File: config.mk
export PLATFORM = sky130hd
export DESIGN_NAME = snm_ctrl
export DESIGN_NICKNAME = d
export VERILOG_FILES = /design/src/snm_pkg.sv /design/src/snm_ctrl.sv
export SDC_FILE = /design/constraint.sdc
export NUM_CORES = 1
export LEC_CHECK = 0
export BUFFER_PORTS_ARGS = -buffer_cell sky130_fd_sc_hd__clkbuf_2
export CAP_MARGIN = 20
export CORE_MARGIN = 2
export CORE_UTILIZATION = 40
export CTS_BUF_LIST = sky130_fd_sc_hd__clkbuf_16
export CTS_CLUSTER_DIAMETER = 30
export CTS_CLUSTER_SIZE = 10
export DETAILED_ROUTE_END_ITERATION = 8
export GPL_TIMING_DRIVEN = 0
export RECOVER_POWER = 25
export SLEW_MARGIN = 20
export SYNTH_ARGS = -nofsm -noshare
export SYNTH_HDL_FRONTEND = slang
export SYNTH_SLANG_ARGS = --single-unit
File: constraint.sdc
create_clock -name clock -period 7 [get_ports clock]
set_input_delay 0.7 -clock clock [delete_from_list [all_inputs] [get_ports clock]]
set_output_delay 0.7 -clock clock [all_outputs]
set_load 0.05 [all_outputs]
File: src/snm_pkg.sv
// ----------------------------------------------------------------------------
// snm_pkg
// Shared types and constants of the height-to-normal-map converter.
// ----------------------------------------------------------------------------
package snm_pkg;

   // input item codes
   localparam logic OPC_PIXEL = 1'b0;
   localparam logic OPC_FLUSH = 1'b1;

   // register port
   localparam int CSR_AW = 2;
   localparam int CSR_DW = 16;
   localparam logic [CSR_AW-1:0] CSR_IMAGE_WIDTH  = 2'd0;
   localparam logic [CSR_AW-1:0] CSR_IMAGE_HEIGHT = 2'd1;
   localparam logic [CSR_AW-1:0] CSR_NORMAL_Z     = 2'd2;

   localparam int WIDTH_REG_W  = 11;
   localparam int HEIGHT_REG_W = 13;
   localparam int SUM_W        = 10;
   localparam int BYTE_W       = 8;
   localparam int POS_COL_W    = 10;
   localparam int POS_ROW_W    = 12;

   // shared multiplier operand widths
   localparam int MUL_AW = 33;
   localparam int MUL_BW = 17;
   localparam int MUL_PW = MUL_AW + MUL_BW;

   // 255 squared
   localparam logic [MUL_BW-1:0] BYTE_SCALE_SQ = 17'd65025;

   typedef enum logic [3:0] {
      DP_NOP,
      DP_SHIFT,
      DP_SQ_GX,
      DP_SQ_GY,
      DP_SQ_Z,
      DP_LEN,
      DP_RHS,
      DP_RHS_LD,
      DP_ASQ,
      DP_ALEN,
      DP_CMP,
      DP_EMIT
   } dp_op_type;

   typedef struct packed {
      dp_op_type              op;
      logic                   load;
      logic                   mem_we;
      logic                   complete;
      logic                   row_one;
      logic                   parity;
      logic                   pre;
      logic [1:0]             left_sel;
      logic [1:0]             comp;
      logic [2:0]             bitn;
      logic [POS_COL_W-1:0]   pos_col;
      logic [POS_ROW_W-1:0]   pos_row;
      logic                   frame_done;
   } dp_cmd_type;

   typedef struct packed {
      logic out_free;
   } dp_stat_type;

endpackage

File: src/snm_ctrl.sv
// ----------------------------------------------------------------------------
// snm_ctrl
// Sequencer: position counters, edge decisions and the step order of the
// gradient, normalisation and byte search in the datapath.
// ----------------------------------------------------------------------------
module snm_ctrl #(
   parameter int MAX_WIDTH  = 1024,
   parameter int MAX_HEIGHT = 4096,
   localparam int WID_W  = $clog2(MAX_WIDTH + 1),
   localparam int HGT_W  = $clog2(MAX_HEIGHT + 1),
   localparam int COL_W  = $clog2(MAX_WIDTH)
) (
   input  logic                clock,
   input  logic                reset,
   input  logic                req_valid,
   output logic                req_ready,
   input  logic                req_opcode,
   input  logic [WID_W-1:0]    cfg_width,
   input  logic [HGT_W-1:0]    cfg_height,
   input  logic                cfg_restart,
   output snm_pkg::dp_cmd_type cmd,
   output logic [COL_W-1:0]    col_addr,
   input  snm_pkg::dp_stat_type stat
);
   import snm_pkg::*;

   localparam int ROW_W  = $clog2(MAX_HEIGHT + 2);
   localparam int EROW_W = $clog2(MAX_HEIGHT);

   typedef enum logic [3:0] {
      S_IDLE, S_SHIFT, S_SQ_GX, S_SQ_GY, S_SQ_Z, S_LEN,
      S_RHS, S_RHS_LD, S_ASQ, S_ALEN, S_CMP, S_OUT
   } state_type;

   state_type           state_ff, state_in;
   logic                emit_ff, emit_in;
   logic [1:0]          comp_ff, comp_in;
   logic [2:0]          bit_ff, bit_in;
   logic [COL_W-1:0]    in_col_ff, in_col_in;
   logic [ROW_W-1:0]    in_row_ff, in_row_in;
   logic [COL_W-1:0]    em_col_ff, em_col_in;
   logic [EROW_W-1:0]   em_row_ff, em_row_in;

   logic                accept, complete, drop, emitting, pre, done;
   logic                col_last, em_col_last;
   logic [ROW_W-1:0]    h_row;
   logic [COL_W+POS_COL_W-1:0] col_pad;
   logic [EROW_W+POS_ROW_W-1:0] row_pad;

   assign req_ready = (state_ff == S_IDLE);
   assign accept    = req_valid && req_ready;
   assign col_addr  = in_col_ff;

   always_comb begin
      h_row       = ROW_W'(cfg_height);
      complete    = in_row_ff >= h_row;
      drop        = !complete && (req_opcode == OPC_FLUSH);
      col_last    = WID_W'(in_col_ff) == (cfg_width - WID_W'(1));
      em_col_last = WID_W'(em_col_ff) == (cfg_width - WID_W'(1));
      // centre index lies in 0 .. w*h-1 behind the input by one row and a pixel
      emitting    = ((in_row_ff >= ROW_W'(2)) ||
                     ((in_row_ff == ROW_W'(1)) && (in_col_ff != '0))) &&
                    ((in_row_ff <= h_row) ||
                     ((in_row_ff == h_row + ROW_W'(1)) && (in_col_ff == '0)));
      pre         = em_col_last;
      done        = em_col_last &&
                    (HGT_W'(em_row_ff) == (cfg_height - HGT_W'(1)));
      col_pad     = (COL_W + POS_COL_W)'(em_col_ff);
      row_pad     = (EROW_W + POS_ROW_W)'(em_row_ff);
   end

   always_comb begin
      state_in  = state_ff;
      emit_in   = emit_ff;
      comp_in   = comp_ff;
      bit_in    = bit_ff;
      in_col_in = in_col_ff;
      in_row_in = in_row_ff;
      em_col_in = em_col_ff;
      em_row_in = em_row_ff;

      cmd            = '0;
      cmd.op         = DP_NOP;
      cmd.comp       = comp_ff;
      cmd.bitn       = bit_ff;
      cmd.complete   = complete;
      cmd.row_one    = (in_row_ff == ROW_W'(1));
      cmd.parity     = in_row_ff[0];
      cmd.pre        = pre;
      cmd.pos_col    = col_pad[POS_COL_W-1:0];
      cmd.pos_row    = row_pad[POS_ROW_W-1:0];
      cmd.frame_done = done;
      if (pre) begin
         cmd.left_sel = (cfg_width == WID_W'(1)) ? 2'd2 : 2'd1;
      end else begin
         cmd.left_sel = (em_col_ff == '0) ? 2'd1 : 2'd0;
      end

      unique case (state_ff)
         S_IDLE: begin
            if (accept && !drop) begin
               cmd.load   = 1'b1;
               cmd.mem_we = !complete;
               emit_in    = emitting;
               state_in   = S_SHIFT;
               if (col_last) begin
                  in_col_in = '0;
                  in_row_in = in_row_ff + ROW_W'(1);
               end else begin
                  in_col_in = in_col_ff + COL_W'(1);
               end
               if (emitting) begin
                  if (em_col_last) begin
                     em_col_in = '0;
                     em_row_in = em_row_ff + EROW_W'(1);
                  end else begin
                     em_col_in = em_col_ff + COL_W'(1);
                  end
                  // frame wrap
                  if (done) begin
                     in_col_in = '0;
                     in_row_in = '0;
                     em_col_in = '0;
                     em_row_in = '0;
                  end
               end
            end
         end
         S_SHIFT: begin
            cmd.op   = DP_SHIFT;
            state_in = emit_ff ? S_SQ_GX : S_IDLE;
         end
         S_SQ_GX: begin
            cmd.op   = DP_SQ_GX;
            state_in = S_SQ_GY;
         end
         S_SQ_GY: begin
            cmd.op   = DP_SQ_GY;
            state_in = S_SQ_Z;
         end
         S_SQ_Z: begin
            cmd.op   = DP_SQ_Z;
            state_in = S_LEN;
         end
         S_LEN: begin
            cmd.op   = DP_LEN;
            comp_in  = 2'd0;
            state_in = S_RHS;
         end
         S_RHS: begin
            cmd.op   = DP_RHS;
            state_in = S_RHS_LD;
         end
         S_RHS_LD: begin
            cmd.op   = DP_RHS_LD;
            bit_in   = 3'd7;
            state_in = S_ASQ;
         end
         S_ASQ: begin
            cmd.op   = DP_ASQ;
            state_in = S_ALEN;
         end
         S_ALEN: begin
            cmd.op   = DP_ALEN;
            state_in = S_CMP;
         end
         S_CMP: begin
            cmd.op = DP_CMP;
            if (bit_ff == 3'd0) begin
               if (comp_ff == 2'd2) begin
                  state_in = S_OUT;
               end else begin
                  comp_in  = comp_ff + 2'd1;
                  state_in = S_RHS;
               end
            end else begin
               bit_in   = bit_ff - 3'd1;
               state_in = S_ASQ;
            end
         end
         S_OUT: begin
            if (stat.out_free) begin
               cmd.op   = DP_EMIT;
               state_in = S_IDLE;
            end
         end
         default: state_in = S_IDLE;
      endcase

      // dimension change restarts the frame
      if (cfg_restart) begin
         in_col_in = '0;
         in_row_in = '0;
         em_col_in = '0;
         em_row_in = '0;
      end
   end

   always_ff @(posedge clock) begin
      if (reset) begin
         state_ff  <= S_IDLE;
         emit_ff   <= 1'b0;
         comp_ff   <= '0;
         bit_ff    <= '0;
         in_col_ff <= '0;
         in_row_ff <= '0;
         em_col_ff <= '0;
         em_row_ff <= '0;
      end else begin
         state_ff  <= state_in;
         emit_ff   <= emit_in;
         comp_ff   <= comp_in;
         bit_ff    <= bit_in;
         in_col_ff <= in_col_in;
         in_row_ff <= in_row_in;
         em_col_ff <= em_col_in;
         em_row_ff <= em_row_in;
      end
   end

endmodule

Yosys cells after proc, flatten, opt, wreduce, memory -nomap -nowiden

Cells that the tools add are included.

Register bits: 55
Input bits: 30
Word-level logic and storage cells: 97
Output and inout bits: 51

Equality and inequality tests: 23
$add $sub $neg: 9
Mux-type cells: 28
Reduce and logical (&&, ||, !) cells: 26
$lt $le $gt $ge: 3

Operators by type and width:

| cell                  | count |
|---|---|
| $mux 10               | 5 |
| $pmux 4 s12           | 1 |
| $pmux 4 s11           | 1 |
| $mux 13               | 3 |
| $add 13x1->13 const B | 2 |
| $mux 12               | 2 |
| $eq 10x11->1          | 2 |
| $add 10x1->10 const B | 2 |
| $logic_not 10->1      | 2 |
| $mux 4                | 5 |
| $eq 4x3->1 const B    | 4 |
| $eq 4x4->1 const B    | 4 |
| $mux 2                | 7 |
| $eq 12x13->1          | 1 |
| $eq 13x1->1 const B   | 1 |
| $eq 13x13->1          | 1 |
| $ge 13x13->1          | 1 |
| $ge 13x2->1 const B   | 1 |
| $le 13x13->1          | 1 |
| $sub 13x1->13 const B | 1 |
| $add 12x1->12 const B | 1 |
| $eq 11x1->1 const B   | 1 |
| $sub 11x1->11 const B | 1 |
| $reduce_bool 10->1    | 1 |
| other kinds (21)      | 38 |

Longest topological paths before layout

Word-level depth: 7
Depth in mapped cells: 13
Depth with buffers taken out: 12

Least setup slack after synthesis

Ideal clock, no wire load.

Path kind: reg-to-output
From: reg state_ff[2]
To: out cmd[34] in the netlist's numbering
Path slack: 2900 ps
Cell stages (with the launch flop): 9
Data required time: 6300 ps
Data arrival time: 3400 ps
Buffers on the path: 2
Path through: dfxtp_1 inv_1 ha_1 nor3b_1 nand2_1 a21o_1 buf_1 buf_1 nor2_1

RTL lines:

| what                     | RTL line        | text |
|---|---|---|
| start: declaration       | snm_ctrl.sv:35  | `state_type state_ff, state_in;` |
| start signal: assignment | snm_ctrl.sv:210 | `state_ff <= state_in;` |
| end: declaration         | snm_ctrl.sv:21  | `output snm_pkg::dp_cmd_type cmd,` |

==> impl_table.tex <==
\begin{tabular}{lr}
\hline
Metric & Value \\
\hline
\multicolumn{2}{l}{\textbf{Logic synthesis}} \\
\quad Yosys warning total & 0 \\
\quad Synthesized netlist net count & between 700 and 800 \\
\quad Post-synthesis cell type with the largest combined area & dfxtp\_1 \\
\quad Count of mapped cells out of synthesis & 658 \\
\quad Number of register bits inferred by synthesis & 55 \\
\quad Proportion of register bits with asynchronous set or reset after synthesis & 0 \\
\quad Top cells by area in the synthesized netlist & dfxtp\_1 22\%, ha\_1 7.8\%, xnor2\_1 6.8\%, nor2\_1 5.0\%, xor2\_1 4.7\% \\
\quad Ys flop type & dfxtp\_1 \\
\quad Number of distinct standard cells referenced by the synthesized netlist & a little under 70 \\
\quad Area of the mapped netlist & 0.00500 mm2 \\
\quad Top-area cell type share of the netlist area & 0.220 \\
\quad Avg Inst Size Synth & 7.59 um2 \\
\quad Dominant cell by count in the synthesized netlist & nor2\_1 \\
\quad Number of enable flip-flop cells after synthesis & 0 \\
\quad Seq/Total Area, Yosys & 0.220 \\
\quad Post-synth top cells & 67 x nor2\_1, 55 x dfxtp\_1, 40 x inv\_1, 39 x xnor2\_1, 36 x nor3\_1 \\
\multicolumn{2}{l}{\textbf{CTS}} \\
\quad Post-CTS clock slew at the launch and capture registers of the worst setup and hold paths & 70 ps \\
\quad Maximum buffer depth of the clock tree & 2 \\
\quad CTS H-Tree Depth & 2 \\
\quad Count of hold-fix buffers inserted at cts & 0 \\
\quad Worst skew pair latency & 300 ps \\
\quad Sink Count & 55 \\
\quad Count of buffers added by post-CTS timing repair for setup & 0 \\
\quad Library cell used as clock root buffer & clkbuf\_16 \\
\quad Number of buffers created by CTS & 5 \\
\quad Number of cells upsized or downsized after cts & 0 \\
\quad CTS tree & done \\
\multicolumn{2}{l}{\textbf{Pwr}} \\
\quad Static Leak & 2.18 nW \\
\quad Clock power frac & 0.305 \\
\quad Worst vdd rail ir drop & 110 uV \\
\quad Net Switching & between 0.3 and 0.4 mW \\
\quad Power density cells & 169 mW/mm2 \\
\quad Seq pwr share & 0.346 \\
\quad Switching Share & 0.379 \\
\quad Combinational cell fraction of total power & 0.350 \\
\quad Internal power consumption & 0.598 mW \\
\multicolumn{2}{l}{\textbf{Flow run}} \\
\quad Max-capacitance violation count & 0 \\
\multicolumn{2}{l}{\textbf{Worst setup path}} \\
\quad Buf/Inv on CP & 6 \\
\quad Required time worst endpoint & 6300 ps \\
\quad Delay contributed by the slowest stage of the critical path & 450 ps \\
\quad Family with the most delay on the worst path & buffers and inverters \\
\quad Cell with the biggest individual delay on the critical path & buf\_1 \\
\quad Slack of the worst reg-to-reg path & 3530 ps \\
\quad Critical Path, Cell by Cell & clkbuf\_2 -> clkbuf\_1 -> inv\_1 -> ha\_1 -> a21oi\_1 -> o211ai\_1 -> a211o\_1 -> a211oi\_1 -> a21o\_1 -> buf\_1 -> buf\_1 -> nor2\_1 -> clkbuf\_2 \\
\quad Signal arrival time at the worst endpoint & $\sim$4200 ps \\
\quad Critical path endpoint category & output port \\
\quad Classification of the worst setup path & input pin to output port \\
\quad Critical-path maximum fanout & 10 \\
\quad Type of origin of the critical path & input pin \\
\multicolumn{2}{l}{\textbf{Global route}} \\
\quad Met3 Track Usage GR & 0.0235 \\
\quad Global-route congestion overflow total & 0 \\
\quad Most used routing layer & met2 \\
\quad Pin count of the biggest net entering global routing & 18 \\
\quad Antenna violations before repair & 0 \\
\quad First-pass GRT wire length & 22400 um \\
\quad Global-route total usage across every layer & 0.205 \\
\quad Met1 routing resource usage after global routing & 0.290 \\
\quad M2 GR Usage & 0.333 \\
\quad Number of global-route vias before repair & 4586 \\
\multicolumn{2}{l}{\textbf{Placement}} \\
\quad Inst Count DP & 896 \\
\quad Worst Setup Slack post-DPL & $\sim$2000 ps \\
\quad Port bufs & 70 \\
\quad Total half-perimeter wirelength after legalization and detailed placement & between 10000 and 15000 um \\
\quad Placer congestion estimate & 0.905 \\
\multicolumn{2}{l}{\textbf{Floorplanning}} \\
\quad \# IOs & 81 \\
\quad Count of standard-cell rows & 40 \\
\quad Overall die width & around 120 um \\
\quad Vertical die dimension & approximately 120 um \\
\quad DIE AREA & 0.0134 mm2 \\
\quad Core area & 0.0121 mm2 \\
\quad Starting utilization of the core area & 0.413 \\
\multicolumn{2}{l}{\textbf{STA}} \\
\quad Setup repair after global routing missed its margin & false \\
\quad Actual slew at the worst max-slew pin & 711 ps \\
\quad Final hold slack & 479 ps \\
\quad Post-route fraction of the period consumed by the critical path & 0.699 \\
\quad TNS Setup & 0 ps \\
\quad Number of pins with negative max-slew slack in the final report & 0 \\
\quad Final hold violations & 0 \\
\quad Min Tclk post-route & 4900 ps \\
\quad Final setup violating endpoints & 0 \\
\quad Worst Skew & 5.21 ps \\
\quad Relative max-transition margin & 0.522 \\
\quad Worst path setup slack after routing & 2100 ps \\
\quad Max Clk Rate & 0.204 GHz \\
\multicolumn{2}{l}{\textbf{Run status}} \\
\quad Outcome & finished, final reports clean \\
\multicolumn{2}{l}{\textbf{Detailed routing}} \\
\quad Number of vias per cell after detailed routing & 5.53 \\
\quad Wirelength, routed & 13600 um \\
\quad Routed wire per std cell & 15.1 um \\
\quad Number of DRC markers in iteration 0 & 277 \\
\quad Post-route DRC violation count & 0 \\
\quad First drt pass iteration count & 5 \\
\quad Vias post-DR & 5000 \\
\quad Remaining number of nets flagged by the antenna check after routing & 0 \\
\multicolumn{2}{l}{\textbf{Finish}} \\
\quad Final Core Density & 0.470 \\
\quad Number of non-filler instances in the completed layout & 904 \\
\quad Fill cells & 1300 \\
\quad Area added between synthesis and finish & 13.9\% \\
\quad Fraction of layout instances using a drive strength above 1 & 0.114 \\
\quad Final nets & approximately 800 \\
\quad Diode insertion count for antenna repair & 0 \\
\multicolumn{2}{l}{\textbf{Hold path}} \\
\quad Min-delay worst type & flop to flop \\
\hline
\end{tabular}
## sequential cells by signal, indices dropped and copies added, names as in the netlist
register,count
emit_ff,1
bit_ff,3
em_row_ff,12
col_addr,10
comp_ff,2
state_ff,4
in_row_ff,13
em_col_ff,10
## path summary, 6_finish.rpt
check                 endpoint     startpoint  depth (start not counted)
setup / recovery       cmd[34]  cfg_height[2]                         13
hold / removal      comp_ff[1]     comp_ff[1]                          2
setup reg to reg  in_row_ff[4]   in_row_ff[6]                         11
hold reg to reg     comp_ff[1]     comp_ff[1]                          2
## cells in the final DEF, fill, tap and decap left out, types with 6 or more instances in the layout
master / n
dfxtp_1: 55
nor2b_1: 7
nor2_1: 67
clkbuf_2: 44
a211oi_1: 15
or2_2: 6
nand3b_1: 13
nand2_1: 35
nor3_1: 36
clkbuf_1: 56
ha_1: 31
a21oi_1: 30
nand3_1: 26
nor4_1: 17
and3_1: 20
xnor2_1: 39
xor2_1: 27
inv_1: 40
nand4_1: 17
o21ai_0: 28
## layout make-up
| cell class | instances | area, um2 | area share |
|---|---|---|---|
| multi-input combinational | 517 | 3520 | 0.619 |
| clock buffer | 5 | 125 | 0.0220 |
| clock inverter | 3 | 42.5 | 0.00747 |
| inverter | 42 | 160 | 0.0281 |
| buffer | 44 | 211 | 0.0372 |
| timing repair buffer | 70 | 318 | 0.0558 |
| sequential | 55 | 1100 | 0.193 |
| tap | 168 | 210 | 0.0369 |
## per-stage QoR
| step | total power [mW] | cell area [um2] |
|---|---|---|
| floorplan | 0.597 | 5000 |
| global placement | 0.668 | 5560 |
| detailed placement | 0.675 | 5560 |
| CTS | 0.971 | 5720 |
| global route | 1.02 | 5690 |
| finish | 0.963 | 5690 |
## cell families after synthesis
kind of cell	count (synthesis)	synth area share
AOI/OAI and AO/OA	126	0.172
and+or+nand+nor	285	0.314
xor gates and xnor gates	69	0.129
muxes	6	0.0125
adders and majority gates	31	0.0776
DFF	55	0.220
buffers and inverters	86	0.0744
## tightest hold or removal path: cells and delay by family (launching register included)
kind | cells | cell delay, ps
simple gates | 1 | 60
flops | 1 | 330
compound gates | 1 | 50
## layer usage
layer  up-vias  wire (um)
li1       2522          -
met1      2356       6570
met2       108       6360
met3        14        510
met4         0        181
met5         -          0
## power by group through the flow
stage	Combinational (mW)	Clock (mW)	Sequential [mW]
floorplan	0.254	0	0.343
global placement	0.329	0	0.339
detailed placement	0.335	0	0.340
CTS	0.337	0.301	0.333
global route	0.371	0.313	0.334
finish	0.337	0.293	0.333
Note: power is estimated with default switching activity, not from simulation.
